File: config.mk
export PLATFORM = sky130hd
export DESIGN_NAME = morse_key_decoder
export DESIGN_NICKNAME = d
export VERILOG_FILES = /design/src/hw/rtl/mkd_pkg.sv /design/src/hw/rtl/mkd_core.sv /design/src/hw/rtl/mkd_out_buf.sv /design/src/hw/rtl/morse_key_decoder.sv
export SDC_FILE = /design/constraint.sdc
export NUM_CORES = 1
export LEC_CHECK = 0
export BUFFER_PORTS_ARGS = -buffer_cell sky130_fd_sc_hd__buf_2
export CORE_UTILIZATION = 55
export DETAILED_ROUTE_END_ITERATION = 10
export PLACE_DENSITY_LB_ADDON = 0.25
export SLEW_MARGIN = 20
export SYNTH_ARGS = -nofsm -noshare
export SYNTH_HDL_FRONTEND = slang
export SYNTH_SLANG_ARGS = --single-unit
export TNS_END_PERCENT = 1
File: constraint.sdc
create_clock -name aclk -period 3.8 [get_ports aclk]
set_input_delay 0.76 -clock aclk [delete_from_list [all_inputs] [get_ports aclk]]
set_output_delay 0.76 -clock aclk [all_outputs]
set_load 0.05 [all_outputs]
File: src/hw/rtl/mkd_pkg.sv
// ----------------------------------------------------------------------------
// mkd_pkg
// Shared types, register indexes and the character table of the Morse key decoder.
// ----------------------------------------------------------------------------
package mkd_pkg;

    localparam int CFG_INDEX_W = 2;
    localparam int CFG_DATA_W  = 16;
    localparam int COUNT_W     = 16;
    localparam int INDEX_W     = 8;
    localparam int CODE_W      = 8;
    localparam int TABLE_LEN   = 29;
    localparam int TABLE_AW    = 5;

    localparam logic [CFG_INDEX_W-1:0] REG_DASH_THRESHOLD = 2'd0;
    localparam logic [CFG_INDEX_W-1:0] REG_GAP_THRESHOLD  = 2'd1;

    localparam logic [COUNT_W-1:0] DASH_THRESHOLD_RESET = 16'd500;
    localparam logic [COUNT_W-1:0] GAP_THRESHOLD_RESET  = 16'd1000;
    localparam logic [COUNT_W-1:0] COUNT_MAX            = 16'hFFFF;
    localparam logic [INDEX_W-1:0] TREE_ROOT            = 8'd1;
    localparam logic [INDEX_W-1:0] TABLE_LAST           = 8'd29;

    localparam int IN_DATA_W  = 8;
    localparam int OUT_DATA_W = 16;

    // fields from the lowest bit up: lamp_on, char_valid, char_code, char_unknown
    typedef struct packed {
        logic              char_unknown;
        logic [CODE_W-1:0] char_code;
        logic              char_valid;
        logic              lamp_on;
    } mkd_result_t;

    localparam int RESULT_W = $bits(mkd_result_t);

    localparam logic [CODE_W-1:0] LETTER_TABLE [0:TABLE_LEN-1] = '{
        8'h20, 8'h45, 8'h54, 8'h49, 8'h41, 8'h4E, 8'h4D, 8'h53, 8'h55, 8'h52,
        8'h57, 8'h44, 8'h4B, 8'h47, 8'h4F, 8'h48, 8'h56, 8'h46, 8'hDC, 8'h4C,
        8'hC4, 8'h50, 8'h4A, 8'h42, 8'h58, 8'h43, 8'h59, 8'h5A, 8'h51
    };

endpackage

File: src/hw/rtl/mkd_core.sv
// ----------------------------------------------------------------------------
// mkd_core
// Threshold registers, key timing state and per-tick result computation.
// ----------------------------------------------------------------------------
module mkd_core import mkd_pkg::*; (
    input  logic                   aclk,
    input  logic                   aresetn,
    input  logic                   cfg_we,
    input  logic [CFG_INDEX_W-1:0] cfg_index,
    input  logic [CFG_DATA_W-1:0]  cfg_wdata,
    input  logic                   tick_accept,
    input  logic                   key_pressed,
    output mkd_result_t            result
);

    logic [COUNT_W-1:0] dash_threshold_reg;
    logic [COUNT_W-1:0] gap_threshold_reg;
    logic [COUNT_W-1:0] hold_count_reg, hold_count_next;
    logic [COUNT_W-1:0] gap_count_reg, gap_count_next;
    logic               was_pressed_reg, was_pressed_next;
    logic [INDEX_W-1:0] tree_index_reg, tree_index_next;
    logic               lamp_reg, lamp_next;
    logic [INDEX_W-1:0] table_offset;
    logic               in_table;
    logic               is_dash;

    always_ff @(posedge aclk) begin
        if (!aresetn) begin
            dash_threshold_reg <= DASH_THRESHOLD_RESET;
            gap_threshold_reg  <= GAP_THRESHOLD_RESET;
        end else if (cfg_we) begin
            if (cfg_index == REG_DASH_THRESHOLD) begin
                dash_threshold_reg <= cfg_wdata;
            end
            if (cfg_index == REG_GAP_THRESHOLD) begin
                gap_threshold_reg <= cfg_wdata;
            end
        end
    end

    always_ff @(posedge aclk) begin
        if (!aresetn) begin
            hold_count_reg  <= '0;
            gap_count_reg   <= '0;
            was_pressed_reg <= 1'b0;
            tree_index_reg  <= TREE_ROOT;
            lamp_reg        <= 1'b0;
        end else if (tick_accept) begin
            hold_count_reg  <= hold_count_next;
            gap_count_reg   <= gap_count_next;
            was_pressed_reg <= was_pressed_next;
            tree_index_reg  <= tree_index_next;
            lamp_reg        <= lamp_next;
        end
    end

    assign table_offset = tree_index_reg - TREE_ROOT;
    assign in_table     = (tree_index_reg >= TREE_ROOT) && (tree_index_reg <= TABLE_LAST);
    assign is_dash      = (hold_count_reg >= dash_threshold_reg);

    always_comb begin
        hold_count_next     = hold_count_reg;
        gap_count_next      = gap_count_reg;
        was_pressed_next    = was_pressed_reg;
        tree_index_next     = tree_index_reg;
        lamp_next           = lamp_reg;
        result              = '0;
        if (key_pressed) begin
            if (hold_count_reg != COUNT_MAX) begin
                hold_count_next = hold_count_reg + COUNT_W'(1);
            end
            if (hold_count_next >= dash_threshold_reg) begin
                lamp_next = 1'b1;
            end
            was_pressed_next = 1'b1;
            gap_count_next   = '0;
        end else if (was_pressed_reg) begin
            // step down the tree: left for a dot, right for a dash
            tree_index_next  = {tree_index_reg[INDEX_W-2:0], is_dash};
            was_pressed_next = 1'b0;
            hold_count_next  = '0;
            lamp_next        = 1'b0;
        end else if (gap_count_reg >= gap_threshold_reg) begin
            result.char_valid = 1'b1;
            if (in_table) begin
                result.char_code = LETTER_TABLE[table_offset[TABLE_AW-1:0]];
            end else begin
                result.char_unknown = 1'b1;
            end
            tree_index_next = TREE_ROOT;
            gap_count_next  = '0;
        end else begin
            gap_count_next = gap_count_reg + COUNT_W'(1);
        end
        result.lamp_on = lamp_next;
    end

`ifndef SYNTHESIS
    assert property (@(posedge aclk) disable iff (!aresetn)
        (tick_accept && result.char_valid) |=> (tree_index_reg == TREE_ROOT))
        else $error("tree index not returned to root after emission");

    assert property (@(posedge aclk) disable iff (!aresetn)
        lamp_reg |-> was_pressed_reg)
        else $error("lamp lit without a held key");

    assert property (@(posedge aclk) disable iff (!aresetn)
        result.char_unknown |-> (result.char_valid && (result.char_code == '0)))
        else $error("unknown character with code or without valid");

    assert property (@(posedge aclk) disable iff (!aresetn)
        (tick_accept && key_pressed) |=> (gap_count_reg == '0))
        else $error("gap count not cleared while key held");
`endif

endmodule

File: src/hw/rtl/mkd_out_buf.sv
// ----------------------------------------------------------------------------
// mkd_out_buf
// Two-entry output register with skid stage for the result stream.
// ----------------------------------------------------------------------------
module mkd_out_buf import mkd_pkg::*; (
    input  logic        aclk,
    input  logic        aresetn,
    input  logic        push,
    input  mkd_result_t push_data,
    output logic        push_ready,
    output logic        out_valid,
    input  logic        out_ready,
    output mkd_result_t out_data
);

    logic        main_valid_reg;
    logic        skid_valid_reg;
    mkd_result_t main_data_reg;
    mkd_result_t skid_data_reg;
    logic        pop;

    assign pop        = main_valid_reg && out_ready;
    assign push_ready = !skid_valid_reg;
    assign out_valid  = main_valid_reg;
    assign out_data   = main_data_reg;

    always_ff @(posedge aclk) begin
        if (!aresetn) begin
            main_valid_reg <= 1'b0;
            skid_valid_reg <= 1'b0;
        end else if (!main_valid_reg || pop) begin
            if (skid_valid_reg) begin
                main_valid_reg <= 1'b1;
                skid_valid_reg <= 1'b0;
            end else begin
                main_valid_reg <= push;
            end
        end else if (push) begin
            skid_valid_reg <= 1'b1;
        end
    end

    always_ff @(posedge aclk) begin
        if (!main_valid_reg || pop) begin
            main_data_reg <= skid_valid_reg ? skid_data_reg : push_data;
        end else if (push) begin
            skid_data_reg <= push_data;
        end
    end

`ifndef SYNTHESIS
    assert property (@(posedge aclk) disable iff (!aresetn)
        skid_valid_reg |-> main_valid_reg)
        else $error("skid entry occupied with main entry empty");

    assert property (@(posedge aclk) disable iff (!aresetn)
        (main_valid_reg && !out_ready && push) |=> skid_valid_reg)
        else $error("transaction pushed into a full output not kept in skid");

    assert property (@(posedge aclk) disable iff (!aresetn)
        (skid_valid_reg && out_ready) |=> (main_valid_reg && !skid_valid_reg))
        else $error("skid entry not moved to output");
`endif

endmodule

File: src/hw/rtl/morse_key_decoder.sv
// ----------------------------------------------------------------------------
// morse_key_decoder
// Morse key decoder: timed key presses walk a binary tree to a character.
// ----------------------------------------------------------------------------
// Each input transaction is one tick carrying the sampled key level and
// produces exactly one result transaction: the lamp level, and when the gap
// after the last element has reached gap_threshold idle ticks, the decoded
// Latin-1 character (a space when no elements were keyed, unknown flag set
// for codes outside the table). The block takes one tick per clock cycle;
// the key timing state is registered on each accepted tick and results leave through
// a two-entry output register, so input stalls only once two results are
// waiting on the output. Thresholds are written through the cfg port
// (index 0 dash_threshold, index 1 gap_threshold) while the stream is idle.
module morse_key_decoder import mkd_pkg::*; (
    input  logic                   aclk,
    input  logic                   aresetn,
    input  logic                   cfg_we,
    input  logic [CFG_INDEX_W-1:0] cfg_index,
    input  logic [CFG_DATA_W-1:0]  cfg_wdata,
    input  logic                   s_tvalid,
    output logic                   s_tready,
    input  logic [IN_DATA_W-1:0]   s_tdata,   // key_pressed
    output logic                   m_tvalid,
    input  logic                   m_tready,
    output logic [OUT_DATA_W-1:0]  m_tdata    // lamp_on, char_valid, char_code, char_unknown
);

    logic        tick_accept;
    mkd_result_t core_result;
    mkd_result_t out_result;

    assign tick_accept = s_tvalid && s_tready;

    mkd_core u_core (
        .aclk        (aclk),
        .aresetn     (aresetn),
        .cfg_we      (cfg_we),
        .cfg_index   (cfg_index),
        .cfg_wdata   (cfg_wdata),
        .tick_accept (tick_accept),
        .key_pressed (s_tdata[0]),
        .result      (core_result)
    );

    mkd_out_buf u_out_buf (
        .aclk       (aclk),
        .aresetn    (aresetn),
        .push       (tick_accept),
        .push_data  (core_result),
        .push_ready (s_tready),
        .out_valid  (m_tvalid),
        .out_ready  (m_tready),
        .out_data   (out_result)
    );

    assign m_tdata = {{(OUT_DATA_W-RESULT_W){1'b0}}, out_result};

endmodule

==> results of run 1 <==
-- area by class of cell --
cell class | count | area [sq um] | area share [%]
multi-input combinational | 507 | 3490 | 54.4
clock buffer | 13 | 159 | 2.47
clock inverter | 2 | 13.8 | 0.214
sequential | 98 | 2180 | 34.0
inverter | 48 | 180 | 2.81
timing repair buffer | 42 | 225 | 3.51
tap | 136 | 170 | 2.65
-- cell usage in the layout, fill, tap and decap left out, drive strengths merged, types with 11 or more instances in the layout --
master   n
buf     42
clkbuf  13
a31oi   18
a22o    15
o21ai   35
nor2    35
dfxtp   76
a21oi   32
nand4   12
nand2   96
and3    11
edfxtp  22
o211ai  15
ha      57
o31ai   12
a21boi  23
inv     48
xnor2   16
nand3   19
-- where the power goes --
part / switching [mW] / internal (mW) / total [mW]
sequential: 0.0145 / 1.09 / 1.10
clock: 0.362 / 0.272 / 0.634
combinational: 0.140 / 0.0619 / 0.202
-- what timing repair did --
item / 4_1_cts / 5_1_grt
setup endpoints to repair: 0 / 1
resized for setup: 0 / 1
hold buffers: 0 / 0
-- path summary, 6_finish.rpt --
check	from	end	slack, ps
setup / recovery	u_core.hold_count_reg[3]	u_out_buf.out_data[0]	280
hold / removal	u_core.gap_threshold_reg[12]	u_core.gap_threshold_reg[12]	470
setup reg to reg	u_core.hold_count_reg[3]	u_out_buf.out_data[0]	280
hold reg to reg	u_core.gap_threshold_reg[12]	u_core.gap_threshold_reg[12]	470
-- cells by family (layout without fill, tap and decap cells) --
family	after synthesis	in the layout	synth area share [%]
xor gates and xnor gates	22	22	3.33
muxes	8	8	1.43
buffers and inverters	89	105	6.22
other	1	5	0.0623
DFF	98	98	36.3
adders and majority gates	57	57	11.9
AOI/OAI and AO/OA	193	193	22.5
and+or+nand+nor	222	222	18.3
-- metal layers --
layer / vias up / routed length [um] / global-route usage (%)
li1: 2499 / - / -
met1: 2316 / 6300 / 32.8
met2: 125 / 6000 / 39.7
met3: 30 / 560 / 4.13
met4: 0 / 386 / 11.4
met5: - / 0 / 0
-- worst max-delay path: stages, from the launching register on --
cell and delay, ps:
dfxtp_1 460, and4_1 300, and3_1 290, nand3_2 240, nand3_1 200, xnor2_1 150
ha_1 270, a21o_1 180, a21o_1 170, a221oi_1 330, o22ai_1 180, o22a_1 220
mux2_2 270
-- through the flow --
step           power [mW]  util, %  cells  worst slack (ps)  cell area (sq um)
2_1_floorplan        1.27        -    694               448               6030
3_3_place_gp         1.32     59.6    831               293               6240
3_5_place_dp         1.32     59.6    831               231               6240
4_1_cts              1.95     61.3    846               176               6410
5_1_grt              2.02     61.4    846              38.8               6420
6_report             1.94     61.4    846               278               6420
==> results.yml, run 1 <==
clocking:
  clock-root-buffer: "clkbuf_8"
  cts_num_sinks: 98
  post-cts-setup-buffer-count: 0
  numCtsBuffers: 9
  cts_buffer_depth: 2
  htree_levels: 3
  tritoncts: "yes"
  insertion_delay_ps: 390
  clk_pin_slew_ps: 100
timing:
  skew_ps: 18.8
  relSlewSlack_pct: 40.3
  fmax_mhz: 284
  finalSetupTns_ps: 0
  hold_violations: 0
  rsz0062_at_grt: "no"
  min_period_ps: 3520
  worst-slew-pin-transition_ps: 892
  slew_violations: 0
  period_share_pct: 92.7
  hold_ws_ps: 466
  setup_violations: 0
global_routing:
  grt_pass1_vias: 4713
  grt_pass1_wl_um: 22300
  grt-ovfl-total: 0
  grt_start_max_net_pins: 55
  antenna_found_initial: 0
  grt.total_usage_pct: 24.8
critical_path:
  critPathMaxFanout: 9
  worstPathArrival_ps: 3660
  startpoint_type: "flop"
  end_kind: "flop"
  path_class: "reg2reg"
  r2r_cells: 12
  cp.required_ps: 3940
logic_synthesis:
  yosysSeqAreaShare_pct: 36.3
  yosys_warnings: 0
  synth_enable_flop_cells: 22
  yosysTopAreaCellShare_pct: 25.3
  netlist.top_cell.by_area: "dfxtp_1"
  netlist_area_sq_um: 6020
  ys_ff_latch: 98
  ys_types: 65
  synth_most_common_cell: "nand2_1"
  syn_inst: 690
  synthArstFlopShare_pct: 0
  ys_top_cells_by_count: "nand2_1 (95), dfxtp_1 (76), ha_1 (57)"
  syn_avg_cell_area_sq_um: 8.72
  synthTopCellsByArea: "dfxtp_1 (25%), ha_1 (12%), edfxtp_1 (11%), nand2_1 (5.9%), inv_1 (3.0%)"
  ys.flop_type: "dfxtp_1"
drt:
  wl_per_cell_um: 15.7
  num_vias: 4970
  firstDrtPassIters: 5
  route.detailed.drc: 0
  postRouteAntennaNets: 0
  wl_um: 13200
  vias_per_cell: 5.87
  drt_iter0_drc: 270
min_path:
  min_path_type: "reg2reg"
  holdPathStages: 2
placed_design:
  dp_hpwl_um: 9890
  port_buffers: 36
  gp_congestion: 0.880
floorplanning:
  die_h_um: 107
  coreArea_sq_um: 10500
  die_area_sq_um: 11400
  num_io_pins: 49
  rows: 37
  start_util_pct: 57.5
  die-width_um: 107
cells_and_area:
  nets: 794
  nFillCells: 916
  area_growth_pct: 6.74
  antenna_cells: 0
  drive_gt1_share_pct: 10.7
power_and_ir_drop:
  ir_drop_mv: 0.230
  pwr_density_cell_nw_per_um2: 301
  p_leak_nw: 2.70
run:
  cap_violations: 0
status:
  status: "completed"
No activity file was read; power rests on OpenSTA's default activity.
==> inputs of run 2 (changes only) <==
--- a/config.mk
+++ b/config.mk
@@ -6,7 +6,9 @@
 export NUM_CORES = 1
 export LEC_CHECK = 0
 export BUFFER_PORTS_ARGS = -buffer_cell sky130_fd_sc_hd__buf_2
-export CORE_UTILIZATION = 55
+export CELL_PAD_IN_SITES_DETAIL_PLACEMENT = 0
+export CELL_PAD_IN_SITES_GLOBAL_PLACEMENT = 2
+export CORE_UTILIZATION = 37
 export DETAILED_ROUTE_END_ITERATION = 10
 export PLACE_DENSITY_LB_ADDON = 0.25
 export SLEW_MARGIN = 20
==> run 2 against run 1 <==
Non-clock buffer count is 5 higher. First-iteration DRC count is 0.74% higher. Global-route usage is 6.5 points lower. Largest power group unchanged. Sequential power hardly changed. Design area is 4.3% higher. Worst hold slack better by 3.2 ps. Worst setup slack better by 45 ps.
==> results.yml, run 2 (synthesized netlist as in run 1, its figures left out) <==
clocking:
  numCtsBuffers: 9
  clk_pin_slew_ps: 70
  cts_hold_buffers: 0
  insertion_delay_ps: 360
  cts_num_sinks: 98
  htree_levels: 3
  clock-root-buffer: "clkbuf_16"
  tritoncts: "yes"
  cts_buffer_depth: 2
  post-cts-setup-buffer-count: 0
floorplanning:
  die_area_sq_um: 16800
  num_io_pins: 49
  start_util_pct: 37.9
  rows: 46
  die-width_um: 130
  coreArea_sq_um: 15900
  die_h_um: 130
placed_design:
  port_buffers: 36
  gp_congestion: 0.859
  place_ws_ps: 271
  dpl_cell_area_sq_um: 6380
  placedCellCount: 916
  dp_hpwl_um: 11000
timing:
  min_period_ps: 3480
  period_share_pct: 91.5
  relSlewSlack_pct: 34.4
  setup_slack_ps: 323
  worst-slew-pin-transition_ps: 980
  rsz0062_at_grt: "no"
  slew_violations: 0
  hold_ws_ps: 469
  setup_violations: 0
  fmax_mhz: 288
  skew_ps: 9.54
  hold_violations: 0
  finalSetupTns_ps: 0
power_and_ir_drop:
  p_leak_nw: 2.79
  pwr_density_cell_nw_per_um2: 343
  ir_drop_mv: 0.222
  p_total_mw: 2.29
drt:
  firstDrtPassIters: 4
  postRouteAntennaNets: 0
  drt_iter0_drc: 272
  wl_per_cell_um: 15.5
  wl_um: 14500
  route.detailed.drc: 0
  vias_per_cell: 5.29
  num_vias: 4929
status:
  status: "completed"
critical_path:
  path_class: "reg2reg"
  critPathMaxFanout: 16
  startpoint_type: "flop"
  r2r-end: "u_out_buf.out_data[0]"
  regToRegSetupSlack_ps: 320
  r2r_cells: 13
  end_kind: "flop"
  crit_start: "u_core.hold_count_reg[3]"
  timing.rr.start: "u_core.hold_count_reg[3]"
  worstPathArrival_ps: 3590
  cp.required_ps: 3910
  crit_path_end: "u_out_buf.out_data[0]"
global_routing:
  grt-ovfl-total: 0
  grt.total_usage_pct: 18.3
  grt_pass1_vias: 4671
  grt_pass1_wl_um: 23700
  antenna_found_initial: 0
  grt_start_max_net_pins: 42
min_path:
  min-delay-start: "u_core.dash_threshold_reg[11]"
  min_path_type: "reg2reg"
cells_and_area:
  drive_gt1_share_pct: 11.5
  utilization_pct: 42.2
  layout_commonest_cell: "nand2_1"
  final_cells: 932
  mostFrequentLayoutCells: "nand2_1 (95), dfxtp_1 (76), ha_1 (57)"
  finalInstanceArea_sq_um: 6700
  area_growth_pct: 11.3
  antenna_cells: 0
  nets: 799
run:
  cap_violations: 0
## run 2: cell count changes in the layout (fill, tap and decap cells not counted), sizes merged
cell and change:
clkbuf -4, bufinv +2, buf +5, clkinv +1, inv +2
## run 2: critical path: stages, from the launching register on
cell and delay, ps:
dfxtp_1 460, and4_1 290, and3_1 280, nand3_1 130, buf_4 220, nand2_1 90
xnor2_1 110, ha_1 250, a211oi_1 210, o21ai_0 140, a221oi_2 300, o22ai_1 210
o22a_1 250, mux2_2 280
## run 2: worst min-delay path by stage
stage	slack, ps	to	cells after the start
6_report	470	u_core.dash_threshold_reg[11]	2
5_1_grt	490	u_core.gap_threshold_reg[1]	2
4_1_cts	470	u_core.dash_threshold_reg[1]	2
3_5_place_dp	460	u_core.dash_threshold_reg[1]	2
3_3_place_gp	460	u_core.dash_threshold_reg[3]	2
2_1_floorplan	440	u_core.dash_threshold_reg[10]	2
## run 2: report_power, final
part / internal, mW / switching (mW) / total (mW)
Sequential: 1.09 / 0.0136 / 1.10
Combinational: 0.0638 / 0.143 / 0.207
Clock: 0.576 / 0.412 / 0.988
Total: 1.73 / 0.568 / 2.29
## run 2: routing by layer
metal	track usage, %	wire length, um
met5	0	0
met4	5.81	231
met3	3.59	425
met2	30.8	6820
met1	23.6	7010
## run 2: cell type report
| cell class | count | area (sq um) |
|---|---|---|
| Sequential cell | 98 | 2180 |
| Timing Repair Buffer | 47 | 263 |
| Clock buffer | 9 | 225 |
| Fill cell | 1653 | 9190 |
| Inverter | 48 | 180 |
| Multi-Input combinational cell | 507 | 3490 |
| Clock inverter | 7 | 90.1 |
| Tap cell | 216 | 270 |
## run 2: repair_timing
item                                    CTS  global route
endpoints found under the hold margin     0             0
gates resized for setup                   0             1
endpoints found under the setup margin    0             1
==> inputs of run 3 (changes only) <==
--- a/config.mk
+++ b/config.mk
@@ -5,11 +5,11 @@
 export SDC_FILE = /design/constraint.sdc
 export NUM_CORES = 1
 export LEC_CHECK = 0
-export BUFFER_PORTS_ARGS = -buffer_cell sky130_fd_sc_hd__buf_2
 export CELL_PAD_IN_SITES_DETAIL_PLACEMENT = 0
 export CELL_PAD_IN_SITES_GLOBAL_PLACEMENT = 2
-export CORE_UTILIZATION = 37
+export CORE_UTILIZATION = 40
 export DETAILED_ROUTE_END_ITERATION = 10
+export DONT_BUFFER_PORTS = 1
 export PLACE_DENSITY_LB_ADDON = 0.25
 export SLEW_MARGIN = 20
 export SYNTH_ARGS = -nofsm -noshare
==> run 3 against run 2 <==
Utilization up 2.6 points. Sequential power about the same. Maximum frequency up 0.30%. Critical path depth down 1. Clock-buffer cell count up 2. Sequential share of layout area up 0.83 points. Critical path type unchanged. Largest cell class unchanged. Largest power group unchanged.
==> results.yml, run 3 (synthesized netlist as in run 1, its figures left out) <==
status:
  status: "completed"
global_routing:
  grt_pass1_vias: 4602
  grt-ovfl-total: 0
  grt_pass1_wl_um: 23600
  grt_start_max_net_pins: 56
  antenna_found_initial: 0
  grt.total_usage_pct: 19.0
cells_and_area:
  final-seq-area_sq_um: 2180
  layout_commonest_cell: "nand2_1"
  drive_gt1_share_pct: 7.31
  nets: 767
  area_growth_pct: 8.55
  multi_input_area_sq_um: 3480
  antenna_cells: 0
  mostFrequentLayoutCells: "nand2_1 (95), dfxtp_1 (76), ha_1 (57)"
  nFillCells: 1433
drt:
  route.detailed.drc: 0
  wl_um: 14300
  wl_per_cell_um: 16.4
  firstDrtPassIters: 5
  postRouteAntennaNets: 0
  vias_per_cell: 5.63
  drt_iter0_drc: 295
  num_vias: 4886
critical_path:
  crit_path_end: "u_out_buf.out_data[0]"
  r2r-end: "u_out_buf.out_data[0]"
  startpoint_type: "flop"
  cp.required_ps: 3910
  path_class: "reg2reg"
  end_kind: "flop"
  critPathMaxFanout: 6
  worstPathArrival_ps: 3570
  timing.rr.start: "u_core.hold_count_reg[5]"
  regToRegSetupSlack_ps: 330
  r2r_cells: 12
  crit_start: "u_core.hold_count_reg[5]"
placed_design:
  port_buffers: 0
  dp_hpwl_um: 10600
  gp_congestion: 0.855
floorplanning:
  die-width_um: 125
  die_area_sq_um: 15500
  num_io_pins: 49
  rows: 44
  start_util_pct: 41.2
  coreArea_sq_um: 14600
  die_h_um: 125
timing:
  relSlewSlack_pct: 39.9
  period_share_pct: 91.2
  fmax_mhz: 288
  setup_violations: 0
  skew_ps: 7.29
  min_period_ps: 3470
  slew_violations: 0
  hold_ws_ps: 464
  worst-slew-pin-transition_ps: 898
  rsz0062_at_grt: "no"
  hold_violations: 0
  finalSetupTns_ps: 0
clocking:
  cts_hold_buffers: 0
  tritoncts: "yes"
  clock-root-buffer: "clkbuf_16"
  insertion_delay_ps: 350
  clk_pin_slew_ps: 70
  cts_buffer_depth: 2
  htree_levels: 3
  post-cts-setup-buffer-count: 0
  cts_num_sinks: 98
  numCtsBuffers: 9
  cts_resized: 0
power_and_ir_drop:
  p_leak_nw: 2.66
  pwr_density_cell_nw_per_um2: 357
  ir_drop_mv: 0.191
  p_total_mw: 2.33
run:
  cap_violations: 0
min_path:
  holdPathStages: 2
  min_path_type: "reg2reg"
==> run 3: how the worst min path moves through the flow <==
stage | from | end | slack, ps
final | u_core.dash_threshold_reg[1] | u_core.dash_threshold_reg[1] | 460
after CTS | u_core.dash_threshold_reg[15] | u_core.dash_threshold_reg[15] | 470
after global placement | u_core.dash_threshold_reg[1] | u_core.dash_threshold_reg[1] | 450
after floorplan | u_core.dash_threshold_reg[10] | u_core.dash_threshold_reg[10] | 440
after detailed placement | u_core.dash_threshold_reg[1] | u_core.dash_threshold_reg[1] | 460
after global routing | aresetn | u_core.gap_threshold_reg[8] | 490
==> run 3: metrics by stage <==
stage | area, sq um | util, % | setup WS (ps) | std cells
3_3_place_gp | 6190 | 42.4 | 425 | 852
6_report | 6530 | 44.8 | 334 | 868
3_5_place_dp | 6190 | 42.4 | 403 | 852
4_1_cts | 6530 | 44.8 | 384 | 868
2_1_floorplan | 6030 | - | 448 | 694
5_1_grt | 6530 | 44.8 | 196 | 868
==> run 3: final cells by class <==
type | instances | area share [%]
sequential | 98 | 33.4
inverter | 48 | 2.76
clock buffer | 11 | 3.72
clock inverter | 5 | 1.57
timing repair buffer | 15 | 1.72
tap | 184 | 3.52
multi-input combinational | 507 | 53.3
==> run 3: power by group <==
group | switching (mW) | internal [mW]
registers | 0.0390 | 1.09
clock network | 0.400 | 0.661
logic | 0.0966 | 0.0504
==> run 3: critical path, stage by stage, from the launching register on <==
cell	delay, ps
dfxtp_1	410
and4_1	280
and3_1	210
nand3_1	220
nand3_1	210
xnor2_1	140
ha_1	270
a21o_1	190
a21o_1	170
a221oi_1	380
o22ai_1	240
o22a_1	260
mux2_2	270
==> run 3: per-layer routing <==
layer	part of all wire [%]	GRT usage [%]	wire [um]	vias to the layer above
met1	48	24.7	6800	2329
li1	-	-	-	2454
met4	1.7	6.95	248	0
met5	0	0	0	-
met3	3.1	2.92	436	16
met2	48	31.8	6780	87
